## src/rtl/rational_arithmetic_unit_defines.svh

```systemverilog
// Assertion macros for the rational arithmetic unit.
// Included by the RTL files that carry concurrent assertions.
`ifndef RATIONAL_ARITHMETIC_UNIT_DEFINES_SVH
`define RATIONAL_ARITHMETIC_UNIT_DEFINES_SVH
`ifndef SYNTH
`define RAU_ASSERT(label, clk, rstn, prop, msg) \
    label: assert property (@(posedge clk) disable iff (!rstn) (prop)) else $error(msg);
`define RAU_ASSERT_ALWAYS(label, clk, prop, msg) \
    label: assert property (@(posedge clk) (prop)) else $error(msg);
`else
`define RAU_ASSERT(label, clk, rstn, prop, msg)
`define RAU_ASSERT_ALWAYS(label, clk, prop, msg)
`endif
`endif

```

## src/rtl/rau_pkg.sv

```systemverilog
// Shared types and codes for the rational arithmetic unit.
// No dependencies.
`default_nettype none
package rau_pkg;
    typedef enum logic [2:0] {
        FUNC_ADD = 3'd0,
        FUNC_SUB = 3'd1,
        FUNC_MUL = 3'd2,
        FUNC_DIV = 3'd3,
        FUNC_INT = 3'd4
    } func_t;

    // Classified job handed from the front end to the back end.
    typedef enum logic [1:0] {
        JOB_RAT = 2'd0,
        JOB_INT = 2'd1,
        JOB_ERR = 2'd2
    } job_kind_t;

    typedef struct packed {
        job_kind_t    kind;
        logic         sub;
        logic         swap;   // divide: den uses b_num
        logic         mul;    // multiply: num is a_num*b_num
        logic [31:0]  a_num;
        logic [30:0]  a_den;
        logic [31:0]  b_num;
        logic [30:0]  b_den;
    } job_t;

    typedef enum logic [3:0] {
        ST_IDLE, ST_MUL1, ST_MUL2, ST_MUL3, ST_SETUP, ST_GCD_SHIFT, ST_GCD_ODD,
        ST_GCD_LOOP, ST_DIV_START, ST_DIV_RUN, ST_DIV_NEXT, ST_DONE
    } bstate_t;
endpackage
`default_nettype wire

```

## src/rtl/rau_front.sv

```systemverilog
// Front end: takes input beats, sign-adjusts operands and classifies the op.
// Depends on rau_pkg.
`default_nettype none
module rau_front import rau_pkg::*; #(
    parameter int OPERAND_WIDTH = 32
) (
    input  wire logic        aclk,
    input  wire logic        aresetn,
    input  wire logic        in_valid,
    output logic             in_ready,
    input  wire logic [2:0]  func,
    input  wire logic [31:0] a_num,
    input  wire logic [30:0] a_den,
    input  wire logic [31:0] b_num,
    input  wire logic [30:0] b_den,
    output logic             job_valid,
    input  wire logic        job_ready,
    output job_t             job
);
    job_t job_reg, job_next;
    logic valid_reg;

    function automatic logic [31:0] sext(input logic [31:0] v);
        logic [31:0] r;
        r = v;
        for (int i = 0; i < 32; i++)
            if (i >= OPERAND_WIDTH) r[i] = v[OPERAND_WIDTH-1];
        return r;
    endfunction

    function automatic logic [30:0] dmask(input logic [30:0] v);
        logic [30:0] r;
        r = v;
        for (int i = 0; i < 31; i++)
            if (i >= OPERAND_WIDTH - 1) r[i] = 1'b0;
        return r;
    endfunction

    assign in_ready  = !valid_reg || job_ready;
    assign job_valid = valid_reg;
    assign job       = job_reg;

    always_comb begin
        job_next       = '0;
        job_next.a_num = sext(a_num);
        job_next.a_den = dmask(a_den);
        job_next.b_num = sext(b_num);
        job_next.b_den = dmask(b_den);
        job_next.kind  = JOB_RAT;
        case (func)
            FUNC_ADD: job_next.kind = JOB_RAT;
            FUNC_SUB: job_next.sub = 1'b1;
            FUNC_MUL: job_next.mul = 1'b1;
            FUNC_DIV: job_next.swap = 1'b1;
            FUNC_INT: job_next.kind = JOB_INT;
            default:  job_next.kind = JOB_ERR;
        endcase
    end

    always_ff @(posedge aclk) begin
        if (!aresetn) begin
            valid_reg <= 1'b0;
        end else if (in_ready) begin
            valid_reg <= in_valid;
        end
        if (in_ready && in_valid) job_reg <= job_next;
    end
endmodule
`default_nettype wire

```

## config.mk

```make
export PLATFORM = sky130hd
export DESIGN_NAME = rau_front
export DESIGN_NICKNAME = d
export VERILOG_FILES = /design/src/rtl/rational_arithmetic_unit_defines.svh /design/src/rtl/rau_pkg.sv /design/src/rtl/rau_front.sv
export SDC_FILE = /design/constraint.sdc
export NUM_CORES = 1
export LEC_CHECK = 0
export ABC_AREA = 1
export BUFFER_PORTS_ARGS = -buffer_cell sky130_fd_sc_hd__buf_2
export CELL_PAD_IN_SITES_DETAIL_PLACEMENT = 1
export CELL_PAD_IN_SITES_GLOBAL_PLACEMENT = 1
export CORE_ASPECT_RATIO = 1.4
export CORE_MARGIN = 2
export CORE_UTILIZATION = 33
export DETAILED_ROUTE_END_ITERATION = 12
export PLACE_DENSITY_LB_ADDON = 0.1
export SLEW_MARGIN = 20
export SYNTH_ARGS = -nofsm -noshare
export SYNTH_HDL_FRONTEND = slang
export SYNTH_SLANG_ARGS = --single-unit
```

## constraint.sdc

```tcl
create_clock -name aclk -period 10.6 [get_ports aclk]
set_input_delay 1.59 -clock aclk [delete_from_list [all_inputs] [get_ports aclk]]
set_output_delay 1.59 -clock aclk [all_outputs]
set_load 0.03 [all_outputs]
```

==> Yosys cells after proc, flatten, opt, wreduce, memory -nomap -nowiden <==
Cells that the tools add are included.
{ "totals": {"regBits": 132, "elab_cells": 22, "inputBits": 133, "out_inout_bits": 133} }
{ "classes": {"eq_ne": 4, "n_reduce_logical": 5, "mux": 4} }
{ "op_table": {"columns": ["op", "n"], "rows": [
  ["$eq 3x2->1 const B", 2],
  ["$pmux 2 s2", 1],
  ["$reduce_or 4->1", 1],
  ["$eq 3x1->1 const B", 1],
  ["$eq 3x3->1 const B", 1],
  ["$logic_not 3->1", 1],
  ["$mux 1", 3],
  ["$logic_and 1x1->1", 1],
  ["$logic_not 1->1", 1],
  ["$logic_or 1x1->1", 1]
]} }

==> Logic depth before layout (Yosys ltp) <==
{ "depth": {"word_depth": 3, "depth_mapped": 3, "mapped_depth_nobuf": 3} }

==> Worst setup path before layout <==
Ideal clock, no wire load.
{ "synth_path": {"path_type": "input to register", "start": "in in_valid", "end": "reg job_reg (netlist bit job[0]), enable pin", "slack_ps": 1997, "cell_stages": 2, "arrival_ps": 7938, "path_cell_list": "inv_1 -> a21oi_1"} }
{ "synth_via": {"elab_chain_len": 1} }
{ "synth_rtl": {"columns": ["element", "line_no", "rtl"], "rows": [
  ["start, declared", "rau_front.sv:9", "input wire logic in_valid,"],
  ["$logic_and 1x1->1", "rau_front.sv:66", "if (in_ready && in_valid) job_reg <= job_next;"],
  ["end signal, assigned", "rau_front.sv:66", null],
  ["end, declared", "rau_front.sv:20", "job_t job_reg, job_next;"]
]} }
No other way between the ends.
A chain may end at the register's enable or synchronous reset.

==> Worst setup path in the final report <==
{ "layout_path": {"start": "in job_ready", "end": "out in_ready"} }
{ "layout_via": {"elab_chain_len": 1} }
{ "layout_rtl": {"columns": ["element", "line_no", "rtl"], "rows": [
  ["start, declared", "rau_front.sv:17", "input wire logic job_ready,"],
  ["$logic_or 1x1->1", "rau_front.sv:39", "assign in_ready = !valid_reg || job_ready;"],
  ["end, declared", "rau_front.sv:10", "output logic in_ready,"]
]} }
No other way between the ends.

==> results.md <==
* Syn Area/Cell at 27.5 sq um
* Grt total ovfl at 0
* Clock sinks at 132
* Register area share after synthesis at 98.5%
* Synth area leader: edfxtp_1
* Clock tree from TritonCTS: done
* Leakage at 2.64 nW
* Fin. Hold Viols at 0
* TritonRoute pass-1 iters at 4
* # rows at 47
* Final Critical Period at roughly 3600 ps
* CTS buffer count at 17
* Placer congestion estimate at 0.728
* Synth cell types at 6
* Initial antenna violation count at 5
* Dpl cells at 560
* Total track usage at 15.8%
* Iter 0 DRT Violations at 85
* WL/cell at 17.2 um
* Crit path arrival time at 2050 ps
* Synthesized Nets at 279
* Tightest Hold Check Type: flop to flop
* Max_cap viols at 0
* Slew HR at about 42%
* IO Pins at between 200 and 300
* DR DRC count at 0
* Synth Instances at 146
* WS Path Type: input pin to primary output
* Routed vias/inst at 4.28
* Routed wire length at 10200 um
* Core ar. at about 0.012 sq mm
* Max VDD drop at between 0.0001 and 0.00015 V
* P&R area growth vs syn at 52.3%
* Final Skew at approximately 6.1 ps
* Vias in the first global route at 2781
* Largest net degree at the start of global routing at 70
* Startpoint Class: input pin
* Crit. End Element: primary output
* Final nets at 565
* Die Width at 97.2 um
* Fmax at 275 MHz
* Top cells by area, synth: edfxtp_1, inv_1, dfxtp_1, nor3_1, a21oi_1
* Synthesized flop and latch total at 132
* Share of layout cells above drive strength 1 at 66.1%
* DP HPWL at 7750 um
* Power density cells at 211 mW/mm^2
* Die area at 0.0131 sq mm
* Period utilization at 34.3%
* Number of flip-flops under the largest register name at 131
* CTS max path bufs at 2
* Status: completed
* Syn. warnings at 0
* CP Max Fanout at 2
* Required @ worst endpoint at approximately 9000 ps
* Global-route wire length before repair at 15200 um
* Most frequent cells in the layout: buf_2, edfxtp_1, clkbuf_16
* Final Setup Violations at 0
* Commonest non-fill, non-tap cell in the layout: buf_2
* RSZ-0062 raised after global routing: no
* CTS resizes at 0
* Via count at 2549
* Mapped cell area at between 0.004 and 0.005 sq mm
* Post-CTS Setup Bufs at 0
* Port Buffers at 265
* Clk_lat worst skew at roughly 400 ps
* H-tree lvl count at 4
* Share of the synthesized area in the top cell type at about 98%
* Root Driver: clkbuf_16
* Antenna Nets Post-Route at 0
* TNS Setup at 0 ps
* Initial Util at about 34%
* Finished Layout Cells at ~600
* Worst slew pin tran at 863 ps
* CTS Hold Bufs at 0
* Worst-path clk slew at 60 ps
* Die Y-Extent at 135 um
* Max Transition Viols Final at 0
## metal layers
layer | global-route usage, % | vias up | wire, um
li1 | - | 1160 | -
met1 | 15.1 | 1199 | 3290
met2 | 27.1 | 167 | 5570
met3 | 7.14 | 23 | 1010
met4 | 10.5 | 0 | 370
met5 | 0 | - | 0
## logic make-up after synthesis
kind of cell           synth area share, %
AOI/OAI and AO/OA                    0.374
buffers and inverters                0.561
DFF                                   98.5
and+or+nand+nor                      0.592
## synth_stat cells
cell type	instances
dfxtp_1	1
inv_1	6
nor3_1	4
nand2_1	1
a21oi_1	3
edfxtp_1	131
## path summary, 6_finish.rpt
check                           startpoint  depth (start not counted)  slack [ps]         to
worst min register to register   job_valid                          2         560  job_valid
worst min-delay path             job_valid                          2         560  job_valid
worst max-delay path             job_ready                          4        6960   in_ready
worst max register to register   job_valid                          3        8200    job[30]
## power breakdown
part	switching, W	leakage (nW)	internal [W]
clock	0.000201	0.266	0.000343
sequential	0.00000713	1.28	0.000612
combinational	0.0000924	1.10	0.0000372
## stage by stage
step | hold WS, ps | util [%] | instance area, sq um | setup slack [ps] | power [W]
6_report | 559 | 51.5 | 6110 | 6960 | 0.00129
5_1_grt | 578 | 51.5 | 6110 | 6920 | 0.00134
4_1_cts | 563 | 51.4 | 6100 | 6960 | 0.00131
3_5_place_dp | 552 | 46.7 | 5550 | 6850 | 0.000761
3_3_place_gp | 548 | 46.7 | 5550 | 6900 | 0.000758
2_1_floorplan | 833 | - | 4020 | 2000 | 0.000709
## cell type report
type	count	area [sq um]
fill	1217	5770
sequential	132	3950
timing repair buffer	267	1340
clock buffer	21	440
tap	147	184
clock inverter	11	111
multi-input combinational	8	50.0
inverter	6	22.5
antenna	4	10.0
## critical path: stages
cell and delay (ps):
buf_2 90, inv_1 90, nand2_1 80, buf_2 180
(Power assumes the default switching activity.)
