--- src/rtl/rational_arithmetic_unit_defines.svh ---
// Assertion macros for the rational arithmetic unit.
// Included by the RTL files that carry concurrent assertions.
`ifndef RATIONAL_ARITHMETIC_UNIT_DEFINES_SVH
`define RATIONAL_ARITHMETIC_UNIT_DEFINES_SVH
`ifndef SYNTH
`define RAU_ASSERT(label, clk, rstn, prop, msg) \
    label: assert property (@(posedge clk) disable iff (!rstn) (prop)) else $error(msg);
`define RAU_ASSERT_ALWAYS(label, clk, prop, msg) \
    label: assert property (@(posedge clk) (prop)) else $error(msg);
`else
`define RAU_ASSERT(label, clk, rstn, prop, msg)
`define RAU_ASSERT_ALWAYS(label, clk, prop, msg)
`endif
`endif

--- src/rtl/rau_pkg.sv ---
// Shared types and codes for the rational arithmetic unit.
// No dependencies.
`default_nettype none
package rau_pkg;
    typedef enum logic [2:0] {
        FUNC_ADD = 3'd0,
        FUNC_SUB = 3'd1,
        FUNC_MUL = 3'd2,
        FUNC_DIV = 3'd3,
        FUNC_INT = 3'd4
    } func_t;

    // Classified job handed from the front end to the back end.
    typedef enum logic [1:0] {
        JOB_RAT = 2'd0,
        JOB_INT = 2'd1,
        JOB_ERR = 2'd2
    } job_kind_t;

    typedef struct packed {
        job_kind_t    kind;
        logic         sub;
        logic         swap;   // divide: den uses b_num
        logic         mul;    // multiply: num is a_num*b_num
        logic [31:0]  a_num;
        logic [30:0]  a_den;
        logic [31:0]  b_num;
        logic [30:0]  b_den;
    } job_t;

    typedef enum logic [3:0] {
        ST_IDLE, ST_MUL1, ST_MUL2, ST_MUL3, ST_SETUP, ST_GCD_SHIFT, ST_GCD_ODD,
        ST_GCD_LOOP, ST_DIV_START, ST_DIV_RUN, ST_DIV_NEXT, ST_DONE
    } bstate_t;
endpackage
`default_nettype wire

--- src/rtl/rau_queue.sv ---
// Two-entry queue between front and back end.
// Depends on rau_pkg.
`default_nettype none
module rau_queue import rau_pkg::*; (
    input  wire logic aclk,
    input  wire logic aresetn,
    input  wire logic wr_valid,
    output logic      wr_ready,
    input  job_t      wr_data,
    output logic      rd_valid,
    input  wire logic rd_ready,
    output job_t      rd_data
);
    `include "rational_arithmetic_unit_defines.svh"
    job_t       mem_reg [2];
    logic       wp_reg, rp_reg;
    logic [1:0] cnt_reg;
    logic       wr, rd;

    assign wr_ready = cnt_reg != 2'd2;
    assign rd_valid = cnt_reg != 2'd0;
    assign rd_data  = mem_reg[rp_reg];
    assign wr = wr_valid && wr_ready;
    assign rd = rd_valid && rd_ready;

    always_ff @(posedge aclk) begin
        if (!aresetn) begin
            wp_reg <= 1'b0;
            rp_reg <= 1'b0;
            cnt_reg <= 2'd0;
        end else begin
            if (wr) wp_reg <= !wp_reg;
            if (rd) rp_reg <= !rp_reg;
            cnt_reg <= cnt_reg + 2'(wr) - 2'(rd);
        end
        if (wr) mem_reg[wp_reg] <= wr_data;
    end

    `RAU_ASSERT(a_q_cnt, aclk, aresetn, cnt_reg != 2'd3, "queue count overflow")
    `RAU_ASSERT(a_q_ptr, aclk, aresetn, (cnt_reg == 2'd1) == (wp_reg != rp_reg), "queue ptr mismatch")
    `RAU_ASSERT(a_q_hold, aclk, aresetn, (rd_valid && !rd_ready && !$past(rd)) |=> rd_valid, "queue lost entry")
endmodule
`default_nettype wire

--- config.mk ---
export PLATFORM = sky130hd
export DESIGN_NAME = rau_queue
export DESIGN_NICKNAME = d
export VERILOG_FILES = /design/src/rtl/rau_pkg.sv /design/src/rtl/rau_queue.sv
export VERILOG_INCLUDE_DIRS = /design/src /design/src/rtl
export SDC_FILE = /design/constraint.sdc
export NUM_CORES = 1
export LEC_CHECK = 0
export ABC_AREA = 1
export BUFFER_PORTS_ARGS = -buffer_cell sky130_fd_sc_hd__buf_2
export CORE_ASPECT_RATIO = 2
export CORE_MARGIN = 1.5
export CORE_UTILIZATION = 45
export DETAILED_ROUTE_END_ITERATION = 7
export PLACE_DENSITY = 0.81
export SETUP_SLACK_MARGIN = 0.3
export SLEW_MARGIN = 5
export SYNTH_ARGS = -nofsm -noshare
export SYNTH_HDL_FRONTEND = slang
export SYNTH_SLANG_ARGS = --single-unit
export TNS_END_PERCENT = 20
--- constraint.sdc ---
create_clock -name aclk -period 8.53 [get_ports aclk]
set_input_delay 0.853 -clock aclk [delete_from_list [all_inputs] [get_ports aclk]]
set_output_delay 0.853 -clock aclk [all_outputs]
set_load 0.02 [all_outputs]
Word level (Yosys, flattened, before mapping)
Memories as Yosys holds them, arrays and structs flattened. A register that Yosys moved wholly into a read port is not among the register bits.
Cells that the tools add are included.
Operators by class
  muxes and demuxes: 4
  add/subtract/negate cells: 2
  equality and inequality tests: 1
  reduce and logical (&&, ||, !) cells: 5
Operator list (number)
  two-way mux 1 bit: 4
  adder 2 x 1 -> 2 bit: 1
  logical AND 1 bit: 2
  logical NOT 1 bit: 2
  inequality test 2 bit, second input constant: 1
  nonzero test 2 bit: 1
  subtractor 2 x 1 -> 2 bit: 1
Word-level totals
  flip-flop bits (word level): 4
  memories: 1
  word-level logic and storage cells: 16
  bits in writable memories: 262
  input bits: 135
Memories
  mem_reg: words 2, bits a word 131, read ports 1, clocked after memory_dff 1, write ports 1, RTL line rau_queue.sv:15  | job_t mem_reg [2];

Depth between registers and ports, before layout
  word-level depth: 4
  gate-level depth with buffers: 11
  mapped depth without buffers: 11

Worst setup path after synthesis
Ideal clock, no wire load.
  kind: input to register
  from: in wr_valid
  to: mem mem_reg[1][0] (netlist name) (enable)
  stages on the path: 2
  data arrival time: 6.476 ns
  path buffers: 0
  path slack: 1.429 ns
  cell sequence: nand2_1 -> nor2_1
Between the ends
  longest elaborated chain between the ends: 3
RTL lines
  from (decl): RTL line rau_queue.sv:7  | input wire logic wr_valid,
  logical AND 1 bit: RTL line rau_queue.sv:23  | assign wr = wr_valid && wr_ready;
  two-way mux 1 bit: RTL line rau_queue.sv:36  | if (wr) mem_reg[wp_reg] <= wr_data;
  two-way mux 1 bit (implied by the code): RTL line rau_queue.sv:36
  to (decl): RTL line rau_queue.sv:15
Every way passes these cells.

==> impl_results.md <==
* R2r setup slk at roughly 5.4 ns
* TritonCTS Buffers at 22
* Htree depth at 1
* Reg power frac at between 40% and 50%
* Post-Synthesis Cells at ~440
* Post-route setup slack at 5.033 ns
* Reg2reg start: cnt_reg[0]
* Area of the multi-input gates at 0.001934 mm2
* Filler cells at between 1,500 and 2,000
* FF-to-FF End: mem_reg[0][41]
* Synth cell types at 14
* Final HPWL DP at approximately 13,000 um
* Clock Sinks at between 200 and 300
* Static leakage at ~4.8 nW
* Leading area contributor after synthesis: edfxtp_1
* Status: completed
* Max Clk Rate at around 290 MHz
* Syn_area_per_cell at about 23 um2
* VDD IR-drop max at 0.0002043 V
* Vias in the first global route at around 5,300
* Chip Height at roughly 210 um
* Cells along the critical path: buf_4 > mux2_2 > buf_2
* Final #Nets at around 860
* Drt total wl at roughly 19,000 um
* DR iter-0 viols at roughly 230
* Residual DRC at 0
* Largest net degree at the start of global routing at between 70 and 80
* Clock buffer depth at 3
* Post-CTS setup buffers at 0
* GRT overflow at 0
* # hold bufs at CTS at 0
* Worst rel slew slack at 36.75%
* Share of cells above drive strength 1 at between 50% and 60%
* Min-Delay Path Class: reg2reg
* Clock Latency Late Sink at about 0.5 ns
* Post-place setup slack at ~4.8 ns
* Mapped cell area at around 0.01 mm2
* All-Layer GR Usage at between 10% and 20%
* FF+latch area at around 0.0080 mm2
* Vias per cell at roughly 5
* Wire per inst at 18.47 um
* Routed vias at a little over 5,000
* Initial core utilization at 45.60%
* Die area at 0.02332 mm2
* Initial DRT Pass Iterations at 5
* Clock Power Share at between 20% and 30%
* Resized cells post-CTS at 0
* PortBufs at approximately 270
* Final Hold Viols at 0
* Main area contributors after synthesis: edfxtp_1 (78%), mux2_4 (13%), mux2_2 (4.6%), buf_6 (1.1%), dfxtp_1 (0.99%)
* Worst-path maximum fanout at 53
* Slowest stage delay, CP at approximately 0.79 ns
* Path depth of the worst reg2reg path at 6
* Global-route wire length before repair at roughly 28,000 um
* Startpoint Class: register
* Worst Tran Pin Value at about 0.95 ns
* Mapped Nets at between 500 and 600
* Max cap viols at 0
* Setup TNS at 0 ns
* Finish-stage setup viols at 0
* Largest register FFs at between 200 and 300
* Switch share at 29.07%
* Io pins at around 270
* Combinational power share at between 20% and 30%
* Row Count at 77
* Synth top area share at 78.20%
* Fin crit period at 3.497 ns
* Setup skew after layout at roughly 0.0085 ns
* Endpoint class of the critical path: output port
* Pwr Density at 303.1 mW/mm2
* P&R area growth vs syn at 23.08%
* Ys Warns at 0
* Crit path to: rd_data[31]
* NetSw at about 1.1 mW
* Seq cells post-synth at about 270
* Setup Crit Path Kind: reg2out
* Root buf cell: clkbuf_16
* CTS tree: done
* Initial antenna violation count at 12
* Max-slew violation count at 0
* Core area at ~0.022 mm2
* Int Power at approximately 2.7 mW
* Slowest CP cell: buf_4
* Post-route ant nets at 0
* Data required, critical path at roughly 7.7 ns
* Sequential share of the synthesized area at about 80%
* CP arrival at around 2.6 ns
* Clock slew at reported path FFs at about 0.070 ns
* Routability cong. at between 0.8 and 0.9
* Unrepaired setup endpoints after global routing: false
* Fin crit share at about 41%
* Die width at around 110 um
==> cells in the mapped netlist <==
cell	instances
buf_2	4
nand2_1	11
edfxtp_1	262
ha_1	1
buf_8	1
dfxtp_1	5
mux2_2	41
a21oi_1	1
nand3_1	1
buf_6	10
inv_1	7
mux2_4	90
nor2_1	9
xnor2_1	1
==> metrics by stage <==
stage / utilization (%) / cell area (um2) / power [mW] / hold slack, ns / instances
finish: 56.13 / 12380 / 3.753 / 0.4996 / 1025
global route: 56.12 / 12380 / 3.911 / 0.5047 / 1024
CTS: 56.03 / 12360 / 3.806 / 0.5002 / 1016
detailed placement: 52.88 / 11670 / 2.818 / 0.4921 / 979
global placement: 52.88 / 11670 / 2.793 / 0.4786 / 979
floorplan: - / 10060 / 2.548 / 0.4669 / 444
==> worst min-delay path by stage <==
stage | from | slack [ns] | cells past startpoint | endpoint
floorplan | rp_reg | 0.47 | 2 | register
global placement | rp_reg | 0.48 | 2 | rp_reg
detailed placement | rp_reg | 0.49 | 2 | rp_reg
CTS | wr_data[59] | 0.50 | 1 | mem_reg[1][59]
global route | wr_data[75] | 0.50 | 1 | mem_reg[0][75]
finish | rp_reg | 0.50 | 2 | rp_reg
==> cells by family (layout without fill, tap and decap cells) <==
kind of cell,after synthesis,count (layout),synth area share [%]
DFF,267,267,79.19
muxes,131,131,18.02
buffers and inverters,22,318,1.729
and+or+nand+nor,21,21,0.7959
adders and majority gates,1,1,0.1243
AOI/OAI and AO/OA,1,1,0.04970
xor gates and xnor gates,1,1,0.08707
other,0,9,0
==> routing by layer <==
layer / share of wire [%] / GRT usage [%] / vias up / wire (um)
li1: - / - / 2304 / -
met1: 31 / 14.81 / 2464 / 5888
met2: 58 / 30.25 / 200 / 11040
met3: 6.6 / 3.739 / 51 / 1247
met4: 3.7 / 9.254 / 8 / 705
met5: 0.25 / 0 / - / 48
==> cells in the final DEF, fill, tap and decap left out <==
master and count:
mux2_4 90, xnor2_1 1, nor2_1 7, clkinvlp_4 1, nand2_1 11, nand3_1 1
mux2_2 41, dfxtp_4 1, edfxtp_1 262, clkinv_4 1, bufinv_16 2, diode_2 9
buf_4 7, dfxtp_1 4, ha_1 1, nor2_4 2, clkinv_2 4, clkbuf_1 6
a21oi_1 1, clkbuf_16 23, inv_1 7, buf_2 267
==> critical path: cells and delay by family (launching register included) <==
| kind | cells | cell delay, ns |
|---|---|---|
| buffers and inverters | 2 | 0.96 |
| DFF | 1 | 0.66 |
| muxes | 1 | 0.42 |
==> power by group through the flow <==
stage | clock network [mW] | registers (mW) | logic, mW
after floorplan | 0 | 1.76 | 0.785
after global placement | 0 | 1.75 | 1.05
after detailed placement | 0 | 1.76 | 1.06
after CTS | 1.01 | 1.73 | 1.06
after global routing | 1.05 | 1.75 | 1.12
final | 0.976 | 1.73 | 1.05
==> area by class of cell <==
class	count	area share, %
multi-input cells	155	15.62
inverters	7	0.2122
clock inverters	8	0.7780
diodes	9	0.1819
repair buffers	274	11.22
flip-flops and latches	267	64.37
clock buffers	29	4.830
well taps	276	2.789
Note: power is estimated with default switching activity, not from simulation.
